### src/rtl/alp_pkg.sv
`default_nettype none

package alp_pkg;

  localparam int unsigned ADDR_W    = 48;
  localparam int unsigned CNT_W     = 3;
  localparam int unsigned MODE_W    = 2;
  localparam int unsigned STAT_W    = 3;
  localparam int unsigned NUM_ALLOW = 7;
  localparam int unsigned CFG_DW    = 64;
  localparam int unsigned CFG_AW    = 6;
  localparam int unsigned REG_IDX_W = 3;

  typedef logic [ADDR_W-1:0] addr_t;
  typedef logic [CNT_W-1:0]  cnt_t;

  typedef enum logic [MODE_W-1:0] {
    MODE_SCAN  = 2'd0,
    MODE_DUMP  = 2'd1,
    MODE_CLEAR = 2'd2,
    MODE_NONE  = 2'd3
  } mode_e;

  typedef enum logic [STAT_W-1:0] {
    ST_NOT_MEMBER = 3'd0,
    ST_DUPLICATE  = 3'd1,
    ST_ADDED      = 3'd2,
    ST_FULL       = 3'd3,
    ST_LISTED     = 3'd4,
    ST_EMPTY      = 3'd5,
    ST_CLEARED    = 3'd6
  } status_e;

  typedef enum logic [REG_IDX_W-1:0] {
    REG_ALLOW0  = 3'd0,
    REG_ALLOW1  = 3'd1,
    REG_ALLOW2  = 3'd2,
    REG_ALLOW3  = 3'd3,
    REG_ALLOW4  = 3'd4,
    REG_ALLOW5  = 3'd5,
    REG_ALLOW6  = 3'd6,
    REG_MAX_DEV = 3'd7
  } reg_idx_e;

  localparam addr_t ALLOW_RST [NUM_ALLOW] = '{
    48'h060001130039, 48'h060001130004, 48'h9a099d38e8dc,
    48'h0, 48'h0, 48'h0, 48'h0
  };
  localparam cnt_t MAX_DEV_RST = 3'd7;

  // control shared by every cell of the ring
  typedef struct packed {
    logic  shift;     // take neighbor's entry
    logic  load;      // write wdata into the cell at load_idx
    cnt_t  load_idx;
    addr_t wdata;
  } cell_ctrl_t;

endpackage

`default_nettype wire

### src/rtl/alp_if.sv
`default_nettype none

interface alp_req_if;
  logic                          valid;
  logic                          ready;
  logic [alp_pkg::MODE_W-1:0]    mode;
  logic [alp_pkg::ADDR_W-1:0]    address;

  modport source (output valid, output mode, output address, input ready);
  modport sink   (input valid, input mode, input address, output ready);
endinterface

interface alp_rsp_if;
  logic                          valid;
  logic                          ready;
  logic [alp_pkg::STAT_W-1:0]    status;
  logic [alp_pkg::ADDR_W-1:0]    entry_address;
  logic [alp_pkg::CNT_W-1:0]     entry_count;
  logic                          last;

  modport source (output valid, output status, output entry_address,
                  output entry_count, output last, input ready);
  modport sink   (input valid, input status, input entry_address,
                  input entry_count, input last, output ready);
endinterface

`default_nettype wire

### src/rtl/alp_cell.sv
`default_nettype none

// One slot of the present ring: rotates toward the head or takes an append.
module alp_cell #(
  parameter int unsigned IDX = 0
) (
  input  wire logic                 clk_i,
  input  wire alp_pkg::cell_ctrl_t  ctrl_i,
  input  wire alp_pkg::addr_t       nb_i,
  output alp_pkg::addr_t            q_o
);

  alp_pkg::addr_t entry_q;
  alp_pkg::addr_t entry_d;

  always_comb begin
    entry_d = entry_q;
    if (ctrl_i.shift) begin
      entry_d = nb_i;
    end else if (ctrl_i.load && (ctrl_i.load_idx == alp_pkg::CNT_W'(IDX))) begin
      entry_d = ctrl_i.wdata;
    end
  end

  always_ff @(posedge clk_i) begin
    entry_q <= entry_d;
  end

  assign q_o = entry_q;

endmodule

`default_nettype wire

### src/rtl/allowlist_dedup_presence_table.sv
`default_nettype none

// Channel   Dir  Fields                                         Transfer when
// req_i     in   mode, address                                  valid & ready
// rsp_o     out  status, entry_address, entry_count, last       valid & ready
// APB       in   psel/penable/pwrite/paddr/pwdata -> prdata     psel & penable
//
// Scan of an allowlisted address with room left: accept, one ring rotation
//   of ENTRIES steps, commit, result load.
// Scan that is full or not allowlisted, clear, empty dump: accept, result load.
// Dump: accept, then one ring rotation that lists each stored entry and
//   waits while the result register is stalled.
// Reset clears control state and the entry count; ring contents are
// don't-care until written. A stalled result holds in the output register.
module allowlist_dedup_presence_table #(
  parameter int unsigned ENTRIES = 7
) (
  input  wire logic                         clk_i,
  input  wire logic                         rst_ni,
  alp_req_if.sink                           req_i,
  alp_rsp_if.source                         rsp_o,
  input  wire logic                         psel,
  input  wire logic                         penable,
  input  wire logic                         pwrite,
  input  wire logic [alp_pkg::CFG_AW-1:0]   paddr,
  input  wire logic [alp_pkg::CFG_DW-1:0]   pwdata,
  output logic      [alp_pkg::CFG_DW-1:0]   prdata,
  output logic                              pready
);

  localparam int unsigned STEP_W = (ENTRIES > 1) ? $clog2(ENTRIES) : 1;
  localparam logic [STEP_W-1:0] LAST_STEP = STEP_W'(ENTRIES - 1);
  localparam alp_pkg::cnt_t ENT_CNT = alp_pkg::CNT_W'(ENTRIES);

  typedef enum logic [4:0] {
    S_IDLE  = 5'b00001,
    S_WALK  = 5'b00010,   // rotate ring, look for duplicate
    S_FINAL = 5'b00100,   // ring home again: append or not
    S_DUMP  = 5'b01000,   // rotate ring, list entries
    S_EMIT  = 5'b10000    // load single result into output register
  } state_e;

  // ---------------- configuration registers ----------------
  alp_pkg::addr_t allow_q [alp_pkg::NUM_ALLOW];
  alp_pkg::cnt_t  max_dev_q;

  logic                            cfg_we;
  logic [alp_pkg::REG_IDX_W-1:0]   cfg_sel;

  assign pready  = 1'b1;
  assign cfg_we  = psel & penable & pwrite;
  assign cfg_sel = paddr[alp_pkg::CFG_AW-1:3];

  always_ff @(posedge clk_i or negedge rst_ni) begin
    if (!rst_ni) begin
      allow_q   <= alp_pkg::ALLOW_RST;
      max_dev_q <= alp_pkg::MAX_DEV_RST;
    end else if (cfg_we) begin
      if (alp_pkg::reg_idx_e'(cfg_sel) == alp_pkg::REG_MAX_DEV) begin
        max_dev_q <= pwdata[alp_pkg::CNT_W-1:0];
      end else begin
        allow_q[cfg_sel] <= pwdata[alp_pkg::ADDR_W-1:0];
      end
    end
  end

  always_comb begin
    if (alp_pkg::reg_idx_e'(cfg_sel) == alp_pkg::REG_MAX_DEV) begin
      prdata = alp_pkg::CFG_DW'(max_dev_q);
    end else begin
      prdata = alp_pkg::CFG_DW'(allow_q[cfg_sel]);
    end
  end

  // ---------------- ring of cells ----------------
  alp_pkg::cell_ctrl_t ctrl;
  alp_pkg::addr_t      cell_q [ENTRIES];
  alp_pkg::addr_t      head;

  for (genvar k = 0; k < ENTRIES; k++) begin : g_cell
    alp_cell #(.IDX(k)) u_cell (
      .clk_i  (clk_i),
      .ctrl_i (ctrl),
      .nb_i   (cell_q[(k + 1) % ENTRIES]),
      .q_o    (cell_q[k])
    );
  end

  // entry j sits at the head on rotation step j
  assign head = cell_q[0];

  // ---------------- control ----------------
  state_e              state_q, state_d;
  alp_pkg::cnt_t       count_q, count_d;
  logic [STEP_W-1:0]   step_q, step_d;
  logic                dup_q, dup_d;
  alp_pkg::addr_t      addr_q, addr_d;
  alp_pkg::status_e    pstat_q, pstat_d;
  alp_pkg::addr_t      pend_ea_q, pend_ea_d;

  logic                out_valid_q, out_valid_d;
  alp_pkg::status_e    out_status_q, out_status_d;
  alp_pkg::addr_t      out_addr_q, out_addr_d;
  alp_pkg::cnt_t       out_cnt_q, out_cnt_d;
  logic                out_last_q, out_last_d;

  logic                req_ready;
  logic                acc;
  logic                out_free;
  logic                member;
  logic                full;
  alp_pkg::cnt_t       limit;
  alp_pkg::cnt_t       step_c;
  logic                in_range;
  logic                advance;

  assign req_ready = (state_q == S_IDLE);
  assign acc       = req_i.valid & req_ready;
  assign out_free  = ~out_valid_q | rsp_o.ready;
  assign limit     = (max_dev_q < ENT_CNT) ? max_dev_q : ENT_CNT;
  assign full      = (count_q >= limit);
  assign step_c    = alp_pkg::CNT_W'(step_q);
  assign in_range  = (step_c < count_q);

  always_comb begin
    member = 1'b0;
    for (int k = 0; k < alp_pkg::NUM_ALLOW; k++) begin
      if (allow_q[k] == req_i.address) begin
        member = 1'b1;
      end
    end
  end

  always_comb begin
    state_d      = state_q;
    count_d      = count_q;
    step_d       = step_q;
    dup_d        = dup_q;
    addr_d       = addr_q;
    pstat_d      = pstat_q;
    pend_ea_d    = pend_ea_q;
    out_valid_d  = out_valid_q & ~rsp_o.ready;
    out_status_d = out_status_q;
    out_addr_d   = out_addr_q;
    out_cnt_d    = out_cnt_q;
    out_last_d   = out_last_q;
    advance      = 1'b0;

    ctrl.shift    = 1'b0;
    ctrl.load     = 1'b0;
    ctrl.load_idx = count_q;
    ctrl.wdata    = addr_q;

    unique case (state_q)
      S_IDLE: begin
        if (acc) begin
          addr_d    = req_i.address;
          step_d    = '0;
          dup_d     = 1'b0;
          pend_ea_d = '0;
          unique case (alp_pkg::mode_e'(req_i.mode))
            alp_pkg::MODE_SCAN: begin
              if (full) begin
                pstat_d = alp_pkg::ST_FULL;
                state_d = S_EMIT;
              end else if (!member) begin
                pstat_d = alp_pkg::ST_NOT_MEMBER;
                state_d = S_EMIT;
              end else begin
                state_d = S_WALK;
              end
            end
            alp_pkg::MODE_DUMP: begin
              if (count_q == '0) begin
                pstat_d = alp_pkg::ST_EMPTY;
                state_d = S_EMIT;
              end else begin
                state_d = S_DUMP;
              end
            end
            alp_pkg::MODE_CLEAR: begin
              count_d = '0;
              pstat_d = alp_pkg::ST_CLEARED;
              state_d = S_EMIT;
            end
            alp_pkg::MODE_NONE: begin
              state_d = S_IDLE;   // ignored, no transfer out
            end
          endcase
        end
      end

      S_WALK: begin
        ctrl.shift = 1'b1;
        if (in_range && (head == addr_q)) begin
          dup_d = 1'b1;
        end
        step_d = step_q + 1'b1;
        if (step_q == LAST_STEP) begin
          step_d  = '0;
          state_d = S_FINAL;
        end
      end

      S_FINAL: begin
        if (dup_q) begin
          pstat_d = alp_pkg::ST_DUPLICATE;
        end else begin
          ctrl.load = 1'b1;
          count_d   = count_q + 1'b1;
          pstat_d   = alp_pkg::ST_ADDED;
          pend_ea_d = addr_q;
        end
        state_d = S_EMIT;
      end

      S_DUMP: begin
        if (in_range) begin
          if (out_free) begin
            advance      = 1'b1;
            out_valid_d  = 1'b1;
            out_status_d = alp_pkg::ST_LISTED;
            out_addr_d   = head;
            out_cnt_d    = count_q;
            out_last_d   = ((step_c + 1'b1) == count_q);
          end
        end else begin
          advance = 1'b1;     // finish the rotation so entries return home
        end
        if (advance) begin
          ctrl.shift = 1'b1;
          step_d     = step_q + 1'b1;
          if (step_q == LAST_STEP) begin
            step_d  = '0;
            state_d = S_IDLE;
          end
        end
      end

      S_EMIT: begin
        if (out_free) begin
          out_valid_d  = 1'b1;
          out_status_d = pstat_q;
          out_addr_d   = pend_ea_q;
          out_cnt_d    = count_q;
          out_last_d   = 1'b1;
          state_d      = S_IDLE;
        end
      end

      default: begin
        state_d = S_IDLE;
      end
    endcase
  end

  always_ff @(posedge clk_i or negedge rst_ni) begin
    if (!rst_ni) begin
      state_q     <= S_IDLE;
      count_q     <= '0;
      step_q      <= '0;
      dup_q       <= 1'b0;
      out_valid_q <= 1'b0;
    end else begin
      state_q     <= state_d;
      count_q     <= count_d;
      step_q      <= step_d;
      dup_q       <= dup_d;
      out_valid_q <= out_valid_d;
    end
  end

  always_ff @(posedge clk_i) begin
    addr_q       <= addr_d;
    pstat_q      <= pstat_d;
    pend_ea_q    <= pend_ea_d;
    out_status_q <= out_status_d;
    out_addr_q   <= out_addr_d;
    out_cnt_q    <= out_cnt_d;
    out_last_q   <= out_last_d;
  end

  assign req_i.ready         = req_ready;
  assign rsp_o.valid         = out_valid_q;
  assign rsp_o.status        = out_status_q;
  assign rsp_o.entry_address = out_addr_q;
  assign rsp_o.entry_count   = out_cnt_q;
  assign rsp_o.last          = out_last_q;

endmodule

`default_nettype wire

### src/flat_wrapper.sv
// flat-port wrapper written by rule: the top's interface ports become plain ports
module allowlist_dedup_presence_table_flat 
#(
  parameter int unsigned ENTRIES = 7
)
  (clk_i, rst_ni, psel, penable, pwrite, paddr, pwdata, prdata, pready, req_i_valid, req_i_mode, req_i_address, req_i_ready, rsp_o_valid, rsp_o_status, rsp_o_entry_address, rsp_o_entry_count, rsp_o_last, rsp_o_ready);
  alp_req_if req_i_i ();
  alp_rsp_if rsp_o_i ();
  input  wire logic clk_i;
  input  wire logic rst_ni;
  input  wire logic psel;
  input  wire logic penable;
  input  wire logic pwrite;
  input  wire logic [alp_pkg::CFG_AW-1:0] paddr;
  input  wire logic [alp_pkg::CFG_DW-1:0] pwdata;
  output logic      [alp_pkg::CFG_DW-1:0] prdata;
  output logic pready;
  input wire logic [$bits(req_i_i.valid)-1:0] req_i_valid;
  input wire logic [$bits(req_i_i.mode)-1:0] req_i_mode;
  input wire logic [$bits(req_i_i.address)-1:0] req_i_address;
  output wire logic [$bits(req_i_i.ready)-1:0] req_i_ready;
  output wire logic [$bits(rsp_o_i.valid)-1:0] rsp_o_valid;
  output wire logic [$bits(rsp_o_i.status)-1:0] rsp_o_status;
  output wire logic [$bits(rsp_o_i.entry_address)-1:0] rsp_o_entry_address;
  output wire logic [$bits(rsp_o_i.entry_count)-1:0] rsp_o_entry_count;
  output wire logic [$bits(rsp_o_i.last)-1:0] rsp_o_last;
  input wire logic [$bits(rsp_o_i.ready)-1:0] rsp_o_ready;
  assign req_i_i.valid = req_i_valid;
  assign req_i_i.mode = req_i_mode;
  assign req_i_i.address = req_i_address;
  assign req_i_ready = req_i_i.ready;
  assign rsp_o_valid = rsp_o_i.valid;
  assign rsp_o_status = rsp_o_i.status;
  assign rsp_o_entry_address = rsp_o_i.entry_address;
  assign rsp_o_entry_count = rsp_o_i.entry_count;
  assign rsp_o_last = rsp_o_i.last;
  assign rsp_o_i.ready = rsp_o_ready;
  allowlist_dedup_presence_table #(.ENTRIES(ENTRIES)) u_core (.clk_i(clk_i), .rst_ni(rst_ni), .req_i(req_i_i), .rsp_o(rsp_o_i), .psel(psel), .penable(penable), .pwrite(pwrite), .paddr(paddr), .pwdata(pwdata), .prdata(prdata), .pready(pready));
endmodule
### config.mk
export PLATFORM = sky130hd
export DESIGN_NAME = allowlist_dedup_presence_table_flat
export DESIGN_NICKNAME = d
export VERILOG_FILES = /design/src/rtl/alp_pkg.sv /design/src/rtl/alp_if.sv /design/src/rtl/alp_cell.sv /design/src/rtl/allowlist_dedup_presence_table.sv /design/src/flat_wrapper.sv
export SDC_FILE = /design/constraint.sdc
export NUM_CORES = 1
export LEC_CHECK = 0
export BUFFER_PORTS_ARGS = -buffer_cell sky130_fd_sc_hd__buf_2
export CAP_MARGIN = 0
export CORE_UTILIZATION = 60
export DETAILED_ROUTE_END_ITERATION = 10
export PLACE_DENSITY = 0.83
export SKIP_CTS_REPAIR_TIMING = 1
export SYNTH_ARGS = -nofsm -noshare
export SYNTH_HDL_FRONTEND = slang
export SYNTH_SLANG_ARGS = --single-unit
### constraint.sdc
create_clock -name clk_i -period 4.8 [get_ports clk_i]
set_input_delay 0.24 -clock clk_i [delete_from_list [all_inputs] [get_ports clk_i]]
set_output_delay 0.24 -clock clk_i [all_outputs]
set_load 0.03 [all_outputs]
* Yosys cells after proc, flatten, opt, wreduce, memory -nomap -nowiden
Index checks and enable logic that the tools add are counted.
** Word-level totals
- Register bits :: 842
- Input port bits :: 127
- Output and inout port bits :: 122
** Operators by class
- Muxes and demuxes :: 85
- Order comparisons :: 5
- Equal/unequal tests :: 38
- Bitwise operators :: 9
- Add/subtract/negate cells :: 2
- Reduce and logical (&&, ||, !) cells :: 33
** Operator list (number)
- 48-bit 2-to-1 mux :: 23
- 48-bit equality test :: 8
- 336-bit bitwise mux :: 1
- 48-bit case mux with 2 select lines :: 2
- 48-bit binary-select mux with 3-bit select :: 1
- 48-bit demux with 3-bit select :: 1
- 3-bit 2-to-1 mux :: 16
- 5-bit 2-to-1 mux :: 8
- 5-bit case mux with 5 select lines :: 1
- 3-bit case mux with 2 select lines :: 4
- 1-bit 2-to-1 mux :: 20
- 5-bit case mux with 4 select lines :: 1
- 2-bit nonzero test :: 10
- 3-bit case mux with 3 select lines :: 2
- 3-bit equality test, second input constant :: 5
- 2-bit by 1-bit != test with 1-bit output, second input constant :: 7
- 5-bit AND reduction :: 2
- 1-bit logical AND :: 9
- 3-bit AND reduction :: 3
- 4-bit != test, second input constant :: 2
- 1-bit case mux with 2 select lines :: 4
- 2-bit AND reduction :: 4
- 4-bit AND reduction :: 2
- 3-bit by 1-bit adder with 3-bit output, second input constant :: 2
- 25 further kinds :: 34

* Longest topological paths before layout
- Depth after elaboration :: 13
- Gate-level depth with buffers :: 11
- Gate-level depth less buffers :: 9

* By module
From an unflattened synthesis, not the netlist that was laid out.
** Unflattened totals
- Cell total of the unflattened synthesis :: 2778
- Area total of the unflattened synthesis :: 40784.1 µm²
** By module, submodules not included
- allowlist_dedup_presence_table :: area an instance 26257.7 µm², instances 1, sequential area each 13487.9 µm², cells an instance 2057
- alp_cell at u_core.g_cell[3].u_cell ... :: area an instance 2074.5 µm², instances 3, sequential area each 1441.4 µm², cells an instance 103
- alp_cell at u_core.g_cell[1].u_cell ... :: area an instance 2077.0 µm², instances 2, sequential area each 1441.4 µm², cells an instance 103
- alp_cell at u_core.g_cell[0].u_cell :: area an instance 2075.7 µm², instances 1, sequential area each 1441.4 µm², cells an instance 103
- alp_cell at u_core.g_cell[4].u_cell :: area an instance 2073.2 µm², instances 1, sequential area each 1441.4 µm², cells an instance 103

* Worst setup path after synthesis
Ideal clock, no wire load.
- Path kind :: reg-to-reg
- Start point :: register u_core.count_q[1]
- End point :: register u_core.out_addr_q[0] (netlist: u_core.rsp_o.entry_address[0]) (enable)
- Data arrival time :: 3664 ps
- Data required time :: 4338 ps
- Period minus slack after synthesis :: 4126 ps
- Cell stages (with the launch flop) :: 7
- Setup slack :: 674 ps
- Path through :: dfrtp_1 -> inv_1 -> ha_1 -> a21o_1 -> a21oi_1 -> a21boi_0 -> nor2_1
** On the way
- Longest elaborated chain between the ends :: 3
** Ends and longest elaborated chain
- start, declared :: line allowlist_dedup_presence_table.sv:94 : alp_pkg::cnt_t count_q, count_d;
- start signal, assigned :: line allowlist_dedup_presence_table.sv:266 : count_q <= count_d;
- 3-bit < comparator :: line allowlist_dedup_presence_table.sv:123 : assign in_range = (step_c < count_q);
- 2-bit by 1-bit != test with 1-bit output (no line)
- 4-bit AND reduction (no line)
- end signal, assigned :: line allowlist_dedup_presence_table.sv:278 : out_addr_q <= out_addr_d;
- end, declared :: line allowlist_dedup_presence_table.sv:103 : alp_pkg::addr_t out_addr_q, out_addr_d;
No other way between the ends.
A chain may end at the register's enable or synchronous reset.

* Final worst setup path
- Start point :: register u_core.allow_q[273] (netlist bit)
- End point :: register u_core.pstat_q[2] (enable)
** On the way
- Longest elaborated chain between the ends :: 9
** Ends and longest elaborated chain
- start, declared :: line allowlist_dedup_presence_table.sv:44 : alp_pkg::addr_t allow_q [alp_pkg::NUM_ALLOW];
- start signal, assigned :: line allowlist_dedup_presence_table.sv:56 : allow_q <= alp_pkg::ALLOW_RST;
- start signal, assigned by index :: line allowlist_dedup_presence_table.sv:62 : allow_q[cfg_sel] <= pwdata[alp_pkg::ADDR_W-1:0];
- 48-bit equality test :: line allowlist_dedup_presence_table.sv:128 : if (allow_q[k] == req_i.address) begin
- 1-bit 2-to-1 mux (6 in a row) :: line allowlist_dedup_presence_table.sv:128
- 4-bit != test (no line)
- 5-bit AND reduction (no line)
- end signal, assigned :: line allowlist_dedup_presence_table.sv:275 : pstat_q <= pstat_d;
- end, declared :: line allowlist_dedup_presence_table.sv:98 : alp_pkg::status_e pstat_q, pstat_d;
No other way between the ends.

==> results.cfg <==
[setup_path]
cp.arrival_ns = 3.84
path_max_fanout = 3
slowest_delay_ns = 1.00
crit_required_ns = 5.17
critPathKind = reg2reg
reg2reg_slack_ns = 1.33
crit-reg2reg-launch = u_core.allow_q[273]
cp_common_cell = a31oi_1
end_kind = flip-flop
worst_setup_path_start_kind = flip-flop
worst_path_max_delay_cell = nor4_1
reg2reg_depth = 6
r2r-end = u_core.pstat_q[2]
crit_chain = xnor2_1, nand4_1, nor4_1, a31oi_1, a31oi_1, o21ai_0

[status]
status = complete, no violations

[cts]
htreeDepth = 3
clockBufferDepth = 3
cts.root.buffer_cell = clkbuf_16
cts.reportedPaths.clkPinSlew_ns = 0.06
cts_tree = built
clock_sinks = 842
cts_inserted_buffers = 87
clock_latency_ns = 0.66

[place]
hpwl_um = 84600
pre_cts_ws_ns = 1.54
portBuffers = 212
postPlaceCellArea_um2 = 41100
gp_congestion = 1.05

[grt]
grt_pass1_vias = 25800
overflow = 0
gr-usage-all-layers_pct = 37.3
grt_pass1_wl_um = 179000
grt_max_degree = 189
antenna_found_initial = 5

[final_layout]
syn_to_final_growth_pct = 13.4
drive_gt1_share_pct = 27.5
nets = 3222
final_area_um2 = 45000

[worst_hold_path]
holdPathEnd = u_core.addr_q[16]
worstHoldStart = req_i_address[16]
hold_path.class = in2reg
holdPathStages = 1

[floorplanning]
start_util_pct = 61.1
die_h_um = 259
core_region_area_um2 = 64900
die_w_um = 259
dieArea_um2 = 67200
num_rows = 93
ios = 249

[synth]
syn_inst = 2865
synth_cell_types = 60
synth-edff-count = 490
async_reset_ff_share_pct = 41.8
avgSynthCellArea_um2 = 13.8
ys_ff_latch = 842
synth_top_flop_cell = edfxtp_1
synth_warnings = 0
synth_area_um2 = 39700
seq_area_frac_synth_pct = 59.4

[timing]
slew_viol_final = 0
min_period_over_period_pct = 72.2
skew_ns = 0.0226
slew_headroom_pct = 9.44
finalHoldViolations = 0
tns_ns = 0
fin_ws_ns = 1.33
fmax_ghz = 0.289
fin_crit_ns = 3.47
rsz0062_at_grt = false
worst_pin_slew_ns = 1.35
setup_violations = 0

[detailed_routing]
ant_nets = 0
totalWireLength_um = 126000
post_drt_wl_per_cell_um = 31.5
first_iter_violations = 3157
vias = 26200
drc = 0
drtPass1Iterations = 7
via_per_inst = 6.53

[power]
power_density_nw_per_um2 = 470
vdd_drop_max_uv = 330
leakage_nw = 19.1

[job]
max_cap_violations = 0
-- cell usage in the layout, fill, tap and decap left out, types with 6 or more instances in the layout --
cell	n
xor2_1	261
nand4_1	48
nor2b_1	54
dfstp_2	44
nand3_1	28
a21o_1	339
clkinv_1	12
nor4_1	73
bufinv_16	6
clkbuf_8	12
edfxtp_1	490
mux4_2	7
nor3_1	9
ha_1	17
o21ai_0	27
a22oi_1	73
inv_1	15
mux2_1	19
mux2_2	386
dlygate4sd3_1	90
a21oi_1	43
clkinv_2	16
buf_12	9
clkbuf_16	91
nand2_1	27
a22o_1	17
mux2i_1	28
conb_1	17
buf_4	40
dfrtp_1	308
nor2_1	54
xnor2_1	127
buf_2	211
clkbuf_1	13
and2_1	53
-- power breakdown --
group	switching (mW)	leakage (nW)	total [mW]	internal, mW
combinational	2.71	8.73	4.39	1.68
clock	3.00	1.45	7.01	4.01
sequential	0.800	8.88	9.76	8.96
total	6.51	19.1	21.2	14.6
-- per-stage QoR --
step           power [mW]  cells  hold WS [ns]  utilization, %
6_report             21.2   4009        0.0223            69.3
5_1_grt              21.7   4007       0.00332            69.3
4_1_cts              21.0   3916        -0.262            67.9
3_5_place_dp         14.1   3754         0.421            63.3
3_3_place_gp         13.9   3754         0.403            63.3
2_1_floorplan        12.4   2880       -0.0556               -
-- state kept, by name, indices dropped and copies added, names as in the netlist --
signal	count
u_core.addr_q	48
u_core.dup_q	1
u_core.state_q	5
u_core.allow_q	336
u_core.pstat_q	3
u_core.rsp_o.valid	1
u_core.step_c	3
u_core.rsp_o.status	3
u_core.rsp_o.entry_count	3
u_core.g_cell.u_cell.q_o	336
u_core.max_dev_q	3
u_core.count_q	3
u_core.rsp_o.entry_address	48
u_core.pend_ea_q	48
u_core.rsp_o.last	1
-- layer usage --
layer,vias up,share of wire (%),wire length (µm),track usage [%]
met5,-,0,0,0
met4,0,7.4,9380,25.2
met3,380,8.6,10900,7.11
met2,1583,47,59200,58.3
met1,13400,37,46700,47.6
li1,10900,-,-,-
-- worst max path at each step --
stage	endpoint	from	slack, ns
after floorplan	u_core.rsp_o.entry_address[0]	u_core.count_q[1]	0.67
after CTS	u_core.g_cell[4].u_cell.q_o[33]	u_core.count_q[1]	1.55
after global routing	u_core.pstat_q[2]	u_core.allow_q[273]	1.44
final	u_core.pstat_q[2]	u_core.allow_q[273]	1.33
after detailed placement	u_core.pstat_q[1]	req_i_address[33]	1.54
after global placement	u_core.pstat_q[1]	req_i_address[33]	1.55
-- synthesized netlist by cell type, drive strengths merged, types with 7 or more instances --
cell	count	area, µm²
a22oi	73	548
xor2	261	2290
and2	54	338
dfstp	44	1160
nor4	75	469
nor2b	55	344
edfxtp	490	14700
a21oi	43	215
clkbuf	81	304
dfrtp	308	7710
mux2i	28	280
a21o	343	2570
mux4	7	158
ha	17	213
a22o	17	149
buf	161	1050
nor2	62	235
mux2	405	4560
xnor2	127	1110
o21ai	28	140
nor3	14	75.1
nand4	48	300
inv	16	60.1
nand2	27	101
nand3	28	140
-- layout make-up --
cell class,count,area (µm²)
flip-flops and latches,842,23600
multi-input cells,1780,14800
diodes,3,7.51
inverters,16,60.1
fillers,4412,20000
well taps,855,1070
repair buffers,351,2450
clock buffers,116,2490
clock inverters,46,487
-- cell families after synthesis --
logic type | count (synthesis) | share of synthesized area [%]
adders and majority gates | 17 | 0.536
AOI/OAI and AO/OA | 539 | 9.93
DFF | 842 | 59.4
other | 2 | 0.0189
buffers and inverters | 258 | 3.56
and+or+nand+nor | 379 | 5.37
xor gates and xnor gates | 388 | 8.56
muxes | 440 | 12.6
-- critical path: cells and delay by family, from the launching register on --
kind	cells	cell delay, ns
AO/OA/AOI/OAI	3	0.97
XOR/XNOR	1	0.55
flip-flops	1	0.41
AND/OR/NAND/NOR	2	1.25
No activity file was read; power rests on OpenSTA's default activity.
